==> src/hw/rtl/ecr_pkg.sv <==
// ----------------------------------------------------------------------------
// ecr_pkg: shared definitions for the event coordinate rotator
// Register indexes of the configuration port and the decoded mode bundle.
// ----------------------------------------------------------------------------
package ecr_pkg;

  // Width of the configuration register index.
  localparam int CFG_IDX_W = 3;

  // Register indexes on the configuration port.
  localparam logic [CFG_IDX_W-1:0] REG_MODE_FLAGS    = 3'd0;
  localparam logic [CFG_IDX_W-1:0] REG_ROTATE_ENABLE = 3'd1;
  localparam logic [CFG_IDX_W-1:0] REG_COS_Q         = 3'd2;
  localparam logic [CFG_IDX_W-1:0] REG_SIN_Q         = 3'd3;
  localparam logic [CFG_IDX_W-1:0] REG_SIZE_X        = 3'd4;
  localparam logic [CFG_IDX_W-1:0] REG_SIZE_Y        = 3'd5;

  // Bit positions inside the mode flags register.
  localparam int MODE_BIT_SWAP  = 0;
  localparam int MODE_BIT_ROT90 = 1;
  localparam int MODE_BIT_INV_X = 2;
  localparam int MODE_BIT_INV_Y = 3;

  // Decoded transform enables handed from the register file to the datapath.
  typedef struct packed {
    logic rotate_en;
    logic inv_y;
    logic inv_x;
    logic rot90;
    logic swap;
  } ecr_mode_t;

endpackage

==> src/hw/rtl/ecr_cfg_regs.sv <==
// ----------------------------------------------------------------------------
// ecr_cfg_regs: configuration register file
// Holds the transform enables, the Q-format cosine and sine, and the sensor
// sizes, which are stored already limited to the range the datapath expects.
// ----------------------------------------------------------------------------
module ecr_cfg_regs #(
  parameter int COORD_BITS = 12,
  parameter int FRAC_BITS  = 14,
  localparam int TRIG_W = FRAC_BITS + 2,
  localparam int SIZE_W = COORD_BITS + 1,
  localparam int CFG_DW = (TRIG_W > SIZE_W) ? TRIG_W : SIZE_W
) (
  input  logic                           clk,
  input  logic                           rst_n,
  input  logic                           cfg_we,
  input  logic [ecr_pkg::CFG_IDX_W-1:0]  cfg_index,
  input  logic [CFG_DW-1:0]              cfg_wdata,
  output ecr_pkg::ecr_mode_t             mode,
  output logic signed [TRIG_W-1:0]       cos_q,
  output logic signed [TRIG_W-1:0]       sin_q,
  output logic [SIZE_W-1:0]              size_x,
  output logic [SIZE_W-1:0]              size_y
);

  localparam logic [SIZE_W-1:0] MAX_SIZE = SIZE_W'(1) << COORD_BITS;
  localparam logic [TRIG_W-1:0] ONE_Q    = TRIG_W'(1) << FRAC_BITS;

  ecr_pkg::ecr_mode_t       mode_r;
  logic signed [TRIG_W-1:0] cos_r;
  logic signed [TRIG_W-1:0] sin_r;
  logic [SIZE_W-1:0]        size_x_r;
  logic [SIZE_W-1:0]        size_y_r;
  logic [SIZE_W-1:0]        size_wr;
  logic [SIZE_W-1:0]        size_eff;

  // A size of zero acts as one, and anything above the coordinate range acts
  // as the full range, so the limit is applied once when the size is written.
  assign size_wr  = cfg_wdata[SIZE_W-1:0];
  assign size_eff = (size_wr == '0) ? SIZE_W'(1) :
                    (size_wr > MAX_SIZE) ? MAX_SIZE : size_wr;

  always_ff @(posedge clk) begin
    if (!rst_n) begin
      mode_r   <= '0;
      cos_r    <= $signed(ONE_Q);
      sin_r    <= '0;
      size_x_r <= MAX_SIZE;
      size_y_r <= MAX_SIZE;
    end else if (cfg_we) begin
      case (cfg_index)
        ecr_pkg::REG_MODE_FLAGS: begin
          mode_r.swap  <= cfg_wdata[ecr_pkg::MODE_BIT_SWAP];
          mode_r.rot90 <= cfg_wdata[ecr_pkg::MODE_BIT_ROT90];
          mode_r.inv_x <= cfg_wdata[ecr_pkg::MODE_BIT_INV_X];
          mode_r.inv_y <= cfg_wdata[ecr_pkg::MODE_BIT_INV_Y];
        end
        ecr_pkg::REG_ROTATE_ENABLE: mode_r.rotate_en <= cfg_wdata[0];
        ecr_pkg::REG_COS_Q:         cos_r    <= $signed(cfg_wdata[TRIG_W-1:0]);
        ecr_pkg::REG_SIN_Q:         sin_r    <= $signed(cfg_wdata[TRIG_W-1:0]);
        ecr_pkg::REG_SIZE_X:        size_x_r <= size_eff;
        ecr_pkg::REG_SIZE_Y:        size_y_r <= size_eff;
        default: ;
      endcase
    end
  end

  assign mode   = mode_r;
  assign cos_q  = cos_r;
  assign sin_q  = sin_r;
  assign size_x = size_x_r;
  assign size_y = size_y_r;

endmodule

==> src/hw/rtl/ecr_remap.sv <==
// ----------------------------------------------------------------------------
// ecr_remap: coordinate remapping datapath
// Combinational swap, quarter turn, mirror and arbitrary-angle rotation of one
// event, with clamping of every remapped coordinate to the sensor area.
// ----------------------------------------------------------------------------
module ecr_remap #(
  parameter int COORD_BITS = 12,
  parameter int FRAC_BITS  = 14,
  localparam int TRIG_W = FRAC_BITS + 2,
  localparam int SIZE_W = COORD_BITS + 1
) (
  input  ecr_pkg::ecr_mode_t         mode,
  input  logic signed [TRIG_W-1:0]   cos_q,
  input  logic signed [TRIG_W-1:0]   sin_q,
  input  logic [SIZE_W-1:0]          size_x,
  input  logic [SIZE_W-1:0]          size_y,
  input  logic [COORD_BITS-1:0]      x_in,
  input  logic [COORD_BITS-1:0]      y_in,
  output logic [COORD_BITS-1:0]      x_out,
  output logic [COORD_BITS-1:0]      y_out
);

  localparam int DW   = COORD_BITS + 1;     // offset from the center
  localparam int PW   = TRIG_W + DW;        // one product
  localparam int SUMW = PW + 1;             // sum of two products
  localparam int LW   = SUMW + 1;           // working width after rounding
  localparam logic [SUMW:0] HALF = (SUMW + 1)'(1) << (FRAC_BITS - 1);

  // Limits a value to 0 .. size-1.
  function automatic logic [COORD_BITS-1:0] clamp_to(input logic signed [LW-1:0] v,
                                                     input logic [SIZE_W-1:0] size);
    logic signed [LW-1:0] top;
    top = $signed(LW'(size)) - $signed(LW'(1));
    if (v < 0) begin
      clamp_to = '0;
    end else if (v > top) begin
      clamp_to = top[COORD_BITS-1:0];
    end else begin
      clamp_to = v[COORD_BITS-1:0];
    end
  endfunction

  // Drops the fraction, rounding half away from zero.
  function automatic logic signed [LW-1:0] round_q(input logic signed [SUMW-1:0] v);
    logic            neg;
    logic [SUMW-1:0] mag;
    logic [SUMW:0]   biased;
    logic [LW-1:0]   r;
    neg    = v[SUMW-1];
    mag    = neg ? unsigned'(-v) : unsigned'(v);
    biased = {1'b0, mag} + HALF;
    r      = LW'(biased >> FRAC_BITS);
    round_q = neg ? -$signed(r) : $signed(r);
  endfunction

  logic signed [LW-1:0]   xs;
  logic signed [LW-1:0]   ys;
  logic signed [LW-1:0]   inv_x_v;
  logic signed [LW-1:0]   inv_y_v;
  logic [COORD_BITS-1:0]  cx;
  logic [COORD_BITS-1:0]  cy;
  logic signed [DW-1:0]   dx;
  logic signed [DW-1:0]   dy;
  logic signed [PW-1:0]   p_cos_dx;
  logic signed [PW-1:0]   p_sin_dy;
  logic signed [PW-1:0]   p_sin_dx;
  logic signed [PW-1:0]   p_cos_dy;
  logic signed [SUMW-1:0] sum_x;
  logic signed [SUMW-1:0] sum_y;
  logic signed [LW-1:0]   rot_x;
  logic signed [LW-1:0]   rot_y;

  assign xs      = $signed(LW'(x_in));
  assign ys      = $signed(LW'(y_in));
  assign inv_x_v = $signed(LW'(size_x)) - $signed(LW'(1)) - xs;
  assign inv_y_v = $signed(LW'(size_y)) - $signed(LW'(1)) - ys;

  // Rotation about the integer center of the sensor.
  assign cx = size_x[COORD_BITS:1];
  assign cy = size_y[COORD_BITS:1];
  assign dx = $signed({1'b0, x_in}) - $signed({1'b0, cx});
  assign dy = $signed({1'b0, y_in}) - $signed({1'b0, cy});

  assign p_cos_dx = cos_q * dx;
  assign p_sin_dy = sin_q * dy;
  assign p_sin_dx = sin_q * dx;
  assign p_cos_dy = cos_q * dy;

  assign sum_x = SUMW'(p_cos_dx) - SUMW'(p_sin_dy);
  assign sum_y = SUMW'(p_sin_dx) + SUMW'(p_cos_dy);

  assign rot_x = round_q(sum_x) + $signed(LW'(cx));
  assign rot_y = round_q(sum_y) + $signed(LW'(cy));

  // Later transforms take priority over earlier ones; all read the original
  // coordinates.
  always_comb begin
    x_out = x_in;
    y_out = y_in;
    if (mode.swap) begin
      x_out = clamp_to(ys, size_x);
      y_out = clamp_to(xs, size_y);
    end
    if (mode.rot90) begin
      x_out = clamp_to(inv_y_v, size_x);
      y_out = clamp_to(xs, size_y);
    end
    if (mode.inv_x) begin
      x_out = clamp_to(inv_x_v, size_x);
    end
    if (mode.inv_y) begin
      y_out = clamp_to(inv_y_v, size_y);
    end
    if (mode.rotate_en) begin
      x_out = clamp_to(rot_x, size_x);
      y_out = clamp_to(rot_y, size_y);
    end
  end

endmodule

==> src/hw/rtl/event_coordinate_rotator_unit.sv <==
// ----------------------------------------------------------------------------
// event_coordinate_rotator_unit: remaps the coordinates of sensor events
// Swaps, turns, mirrors or rotates each event about the sensor center.
// ----------------------------------------------------------------------------
// Usage:
// Events enter on the in_ channel (in_valid / in_stall) and leave on the out_
// channel (out_valid / out_stall); a transfer happens at a rising clock edge
// where valid is high and stall is low. Each event gives exactly one result,
// in order, with its polarity unchanged.
// The configuration port (cfg_we, cfg_index, cfg_wdata) writes one register
// per enabled clock edge. Write it only while no event is in flight.
// An event is captured in the input register, remapped by the datapath
// between that register and the result register, and shown on the out_ ports
// from the result register. Throughput is one event per cycle while the
// receiver does not stall; one pass through the rotation multipliers sets it.
// When the receiver stalls, the result register holds its event and the input
// register can still take one more; in_stall rises only when both are full,
// so a stall costs no bubble once released.
// Reset (rst_n low, synchronous) empties both registers and restores the
// register defaults: no transform, unit cosine, zero sine, full-size sensor.
// ----------------------------------------------------------------------------
module event_coordinate_rotator_unit #(
  parameter int COORD_BITS = 12,
  parameter int FRAC_BITS  = 14,
  localparam int TRIG_W = FRAC_BITS + 2,
  localparam int SIZE_W = COORD_BITS + 1,
  localparam int CFG_DW = (TRIG_W > SIZE_W) ? TRIG_W : SIZE_W
) (
  input  logic                          clk,
  input  logic                          rst_n,
  // Configuration port.
  input  logic                          cfg_we,
  input  logic [ecr_pkg::CFG_IDX_W-1:0] cfg_index,
  input  logic [CFG_DW-1:0]             cfg_wdata,
  // Event input channel.
  input  logic                          in_valid,
  output logic                          in_stall,
  input  logic [COORD_BITS-1:0]         in_x_in,
  input  logic [COORD_BITS-1:0]         in_y_in,
  input  logic                          in_polarity_in,
  // Result channel.
  output logic                          out_valid,
  input  logic                          out_stall,
  output logic [COORD_BITS-1:0]         out_x_out,
  output logic [COORD_BITS-1:0]         out_y_out,
  output logic                          out_polarity_out
);

  ecr_pkg::ecr_mode_t       mode;
  logic signed [TRIG_W-1:0] cos_q;
  logic signed [TRIG_W-1:0] sin_q;
  logic [SIZE_W-1:0]        size_x;
  logic [SIZE_W-1:0]        size_y;

  // Input register.
  logic                  s1_valid_r;
  logic [COORD_BITS-1:0] s1_x_r;
  logic [COORD_BITS-1:0] s1_y_r;
  logic                  s1_pol_r;

  // Result register.
  logic                  out_valid_r;
  logic [COORD_BITS-1:0] out_x_r;
  logic [COORD_BITS-1:0] out_y_r;
  logic                  out_pol_r;

  logic                  out_ready;
  logic                  s1_move;
  logic                  in_take;
  logic [COORD_BITS-1:0] x_nxt;
  logic [COORD_BITS-1:0] y_nxt;

  ecr_cfg_regs #(
    .COORD_BITS (COORD_BITS),
    .FRAC_BITS  (FRAC_BITS)
  ) u_cfg (
    .clk       (clk),
    .rst_n     (rst_n),
    .cfg_we    (cfg_we),
    .cfg_index (cfg_index),
    .cfg_wdata (cfg_wdata),
    .mode      (mode),
    .cos_q     (cos_q),
    .sin_q     (sin_q),
    .size_x    (size_x),
    .size_y    (size_y)
  );

  ecr_remap #(
    .COORD_BITS (COORD_BITS),
    .FRAC_BITS  (FRAC_BITS)
  ) u_remap (
    .mode   (mode),
    .cos_q  (cos_q),
    .sin_q  (sin_q),
    .size_x (size_x),
    .size_y (size_y),
    .x_in   (s1_x_r),
    .y_in   (s1_y_r),
    .x_out  (x_nxt),
    .y_out  (y_nxt)
  );

  // The result register can load when it is empty or its event leaves now.
  // The input register moves forward whenever the result register can load,
  // and so it can refill in the same cycle.
  assign out_ready = !out_valid_r || !out_stall;
  assign s1_move   = s1_valid_r && out_ready;
  assign in_stall  = s1_valid_r && !out_ready;
  assign in_take   = in_valid && !in_stall;

  always_ff @(posedge clk) begin
    if (!rst_n) begin
      s1_valid_r  <= 1'b0;
      out_valid_r <= 1'b0;
    end else begin
      if (in_take || s1_move) begin
        s1_valid_r <= in_take;
      end
      if (out_ready) begin
        out_valid_r <= s1_valid_r;
      end
    end
  end

  // Payload registers carry no reset; they load only on a transfer.
  always_ff @(posedge clk) begin
    if (in_take) begin
      s1_x_r   <= in_x_in;
      s1_y_r   <= in_y_in;
      s1_pol_r <= in_polarity_in;
    end
    if (s1_move) begin
      out_x_r   <= x_nxt;
      out_y_r   <= y_nxt;
      out_pol_r <= s1_pol_r;
    end
  end

  assign out_valid        = out_valid_r;
  assign out_x_out        = out_x_r;
  assign out_y_out        = out_y_r;
  assign out_polarity_out = out_pol_r;

  // Reset leaves both pipeline registers empty.
  a_reset_empty: assert property (@(posedge clk)
    !rst_n |=> !s1_valid_r && !out_valid_r)
    else $error("pipeline not empty after reset");

  // The input side is held off only while an event waits in the input register.
  a_stall_needs_full: assert property (@(posedge clk) disable iff (!rst_n)
    in_stall |-> s1_valid_r && out_valid_r && out_stall)
    else $error("input stalled with room in the pipeline");

  // An event that moves forward appears as a result on the next cycle.
  a_move_to_out: assert property (@(posedge clk) disable iff (!rst_n)
    s1_move |=> out_valid_r)
    else $error("event lost between input and result registers");

endmodule

==> config.mk <==
export PLATFORM = sky130hd
export DESIGN_NAME = event_coordinate_rotator_unit
export DESIGN_NICKNAME = d
export VERILOG_FILES = /design/src/hw/rtl/ecr_pkg.sv /design/src/hw/rtl/ecr_cfg_regs.sv /design/src/hw/rtl/ecr_remap.sv /design/src/hw/rtl/event_coordinate_rotator_unit.sv
export SDC_FILE = /design/constraint.sdc
export NUM_CORES = 2
export LEC_CHECK = 0
export BUFFER_PORTS_ARGS = -buffer_cell sky130_fd_sc_hd__buf_2
export CORE_MARGIN = 4
export CORE_UTILIZATION = 40
export DETAILED_ROUTE_END_ITERATION = 10
export MAX_ROUTING_LAYER = met4
export SLEW_MARGIN = 40
export SYNTH_ARGS = -nofsm -noshare
export SYNTH_HDL_FRONTEND = slang
export SYNTH_SLANG_ARGS = --single-unit
==> constraint.sdc <==
create_clock -name clk -period 19.1 [get_ports clk]
set_clock_uncertainty 0.15 [all_clocks]
set_input_delay 0 -clock clk [delete_from_list [all_inputs] [get_ports clk]]
set_output_delay 0 -clock clk [all_outputs]
set_load 0.05 [all_outputs]
==> flow_summary.ini <==
[setup_path]
crit_end = out_y_out[11]
end_kind = flop
cp.required_ns = 19.10
slowest_delay_ns = 0.60
reg2reg_from = s1_x_r[0]
critical_path_class = reg2reg
critical_path.startpoint = s1_x_r[0]
path_max_fanout = 35
ff2ff_path_depth = 74
cp.arrival_ns = 17.70
cpMostUsedCell = a21oi_1
cp-start-kind = flop
r2r-end = out_y_out[11]
r2r_slack_ns = 1.41
slowest_stage = a21oi_1

[synthesis]
syn_area_um2 = 48150
yosysWarnings = 0
synth_top_cell_by_area = fa_1
syn_inst = 5501
yosys.cell_count.top_type = inv_1
synth_area_leaders = fa_1 (38%), ha_1 (12%), inv_1 (8.7%)
ys_top_cells_by_count = inv_1 (1113), fa_1 (923), nand2_1 (627)
ys_seq_area_share_pct = 5.820
yosysUniqueCellTypes = 95
async_flop_share_pct = 0
synth_edf_count = 50
synth_flop_cell = dfxtp_1
ys_ff_latch = 115
avgSynthCellArea_um2 = 8.754
synth_top_area_share_pct = 38.37
synth.net_count = 6929

[cells_and_area]
drive_gt1_share_pct = 5.341
multiInputGateArea_um2 = 40460
fillers = 11860
final_area_um2 = 51670
layout.nets = 6920
seqCellArea_um2 = 2820
area_delta_synth_final_pct = 7.291

[die]
die_y_um = 355.0
die_w_um = 355.0
fp.coreArea_um2 = 119700
start_util_pct = 40.25
pin_count = 76
dieArea_um2 = 126000
num_rows = 127

[drt]
drt-vias-per-instance = 5.382
routedWlPerCell_um = 20.18
drt_wl_total_um = 143700
dr.pass1.iters = 6
ant_nets = 0
drc = 0
drt_iter0_drc = 2996
vias = 38320

[timing]
max_freq_mhz = 56.52
post-route-period-util_pct = 92.63
worstMarginPinSlew_ns = 0.9196
finalSetupViolations = 0
max_slew_margin_pct = 38.70
setup_slack_ns = 1.408
fin_setup_tns_ns = 0
drv_slew = 0
fin_crit_ns = 17.69
finalHoldViolations = 0
rsz0062_at_grt = no

[clocking]
cts_buffer_depth = 2
cts_hold_buffers = 56
htree_levels = 4
postCtsSetupBuffers = 0
clk_pin_slew_ns = 0.06
numCtsBuffers = 17
cts_tree = yes
clock_sinks = 115
clock_latency_ns = 0.44
cts_root_buffer = clkbuf_16
cts_resized = 0

[grt]
antenna_found_initial = 4
grt.total_usage_pct = 23.76
grt_max_degree = 66
first_global_vias = 39720
grt_pass1_wl_um = 229100
grt_overflow = 0

[placed_design]
numPortBuffers = 75
gp_congestion = 0.9601
place_ws_ns = 1.600
post-dp-hpwl_um = 112500
place_area_um2 = 50500

[worst_hold_path]
min_path_type = in2reg

[run_status]
status = complete, no violations

[run]
maxCapViolCount = 0
cell type report:
cell class                 count  area share [%]
inverter                    1113           8.086
sequential                   115           5.459
tap                         1612           3.904
timing repair buffer         219           3.095
antenna                        3         0.01453
clock inverter                14          0.2785
clock buffer                  18          0.8500
multi-input combinational   4026           78.31
per-layer routing:
metal  up-vias  wire length, µm  global-route usage [%]
met2      1237            66470                   37.70
met4         0             4539                   6.556
met3       248             9390                   2.455
met1     19550            63290                   32.57
met5         -                0                       -
li1      17280                -                       -
placed cells by master (no fill, tap or decap), types with 51 or more instances in the layout:
cell              n
a21boi_0         65
a21oi_1         192
nand2b_1         71
nand2_1         627
and2_1          328
nor2_1          178
buf_2            74
buf_4            89
xnor2_1         156
ha_1            456
nor3_1           51
o21ai_0          99
a21o_1           66
mux2i_1          88
nor2b_1          80
dlygate4sd3_1    56
inv_1          1113
fa_1            923
nand3_1          51
dfxtp_1          57
per-stage QoR:
step,hold WS [ns],cells,util [%]
after detailed placement,0.02810,7029,42.20
after global routing,0.1177,7117,43.17
final,0.1199,7120,43.18
after CTS,0.1035,7117,43.16
after global placement,0.02653,7029,42.17
after floorplan,-0.05113,5501,-
state kept, by name, summed over array words and instances (netlist names):
signal	flops
out_valid	1
u_cfg.size_x	13
u_cfg.sin_q	16
out_polarity_out	1
u_cfg.size_y	13
s1_y_r	12
u_cfg.mode	5
s1_x_r	12
u_cfg.cos_q	16
s1_pol_r	1
out_y_out	12
s1_valid_r	1
out_x_out	12
how the worst min path moves through the flow:
stage | end | slack (ns) | from | cells past startpoint
final | s1_y_r[9] | 0.12 | in_y_in[9] | 2
after global routing | s1_x_r[5] | 0.12 | in_x_in[5] | 2
after CTS | s1_y_r[9] | 0.10 | in_y_in[9] | 2
after detailed placement | s1_x_r[5] | 0.03 | in_x_in[5] | 1
after global placement | s1_x_r[4] | 0.03 | in_x_in[4] | 1
after floorplan | s1_pol_r | -0.05 | in_polarity_in | 0
worst max-delay path: cells and delay by family (launching register included):
kind | cells | cell delay (ns)
buffers and inverters | 9 | 1.72
muxes | 2 | 0.39
AOI/OAI and AO/OA | 35 | 7.02
and+or+nand+nor | 9 | 0.86
DFF | 1 | 0.45
xor gates and xnor gates | 5 | 1.22
adders and majority gates | 14 | 5.56
cell families after synthesis:
family | Yosys count | share of synthesized area, %
compound gates | 778 | 11.13
xor+xnor | 226 | 4.214
fa+ha+maj | 1379 | 50.22
buf+inv | 1360 | 10.64
flops | 115 | 5.820
mux | 92 | 1.923
simple gates | 1551 | 16.06
Power is not shown: default switching activity piles up to over one toggle a cycle in this logic, so the estimate is an artifact.
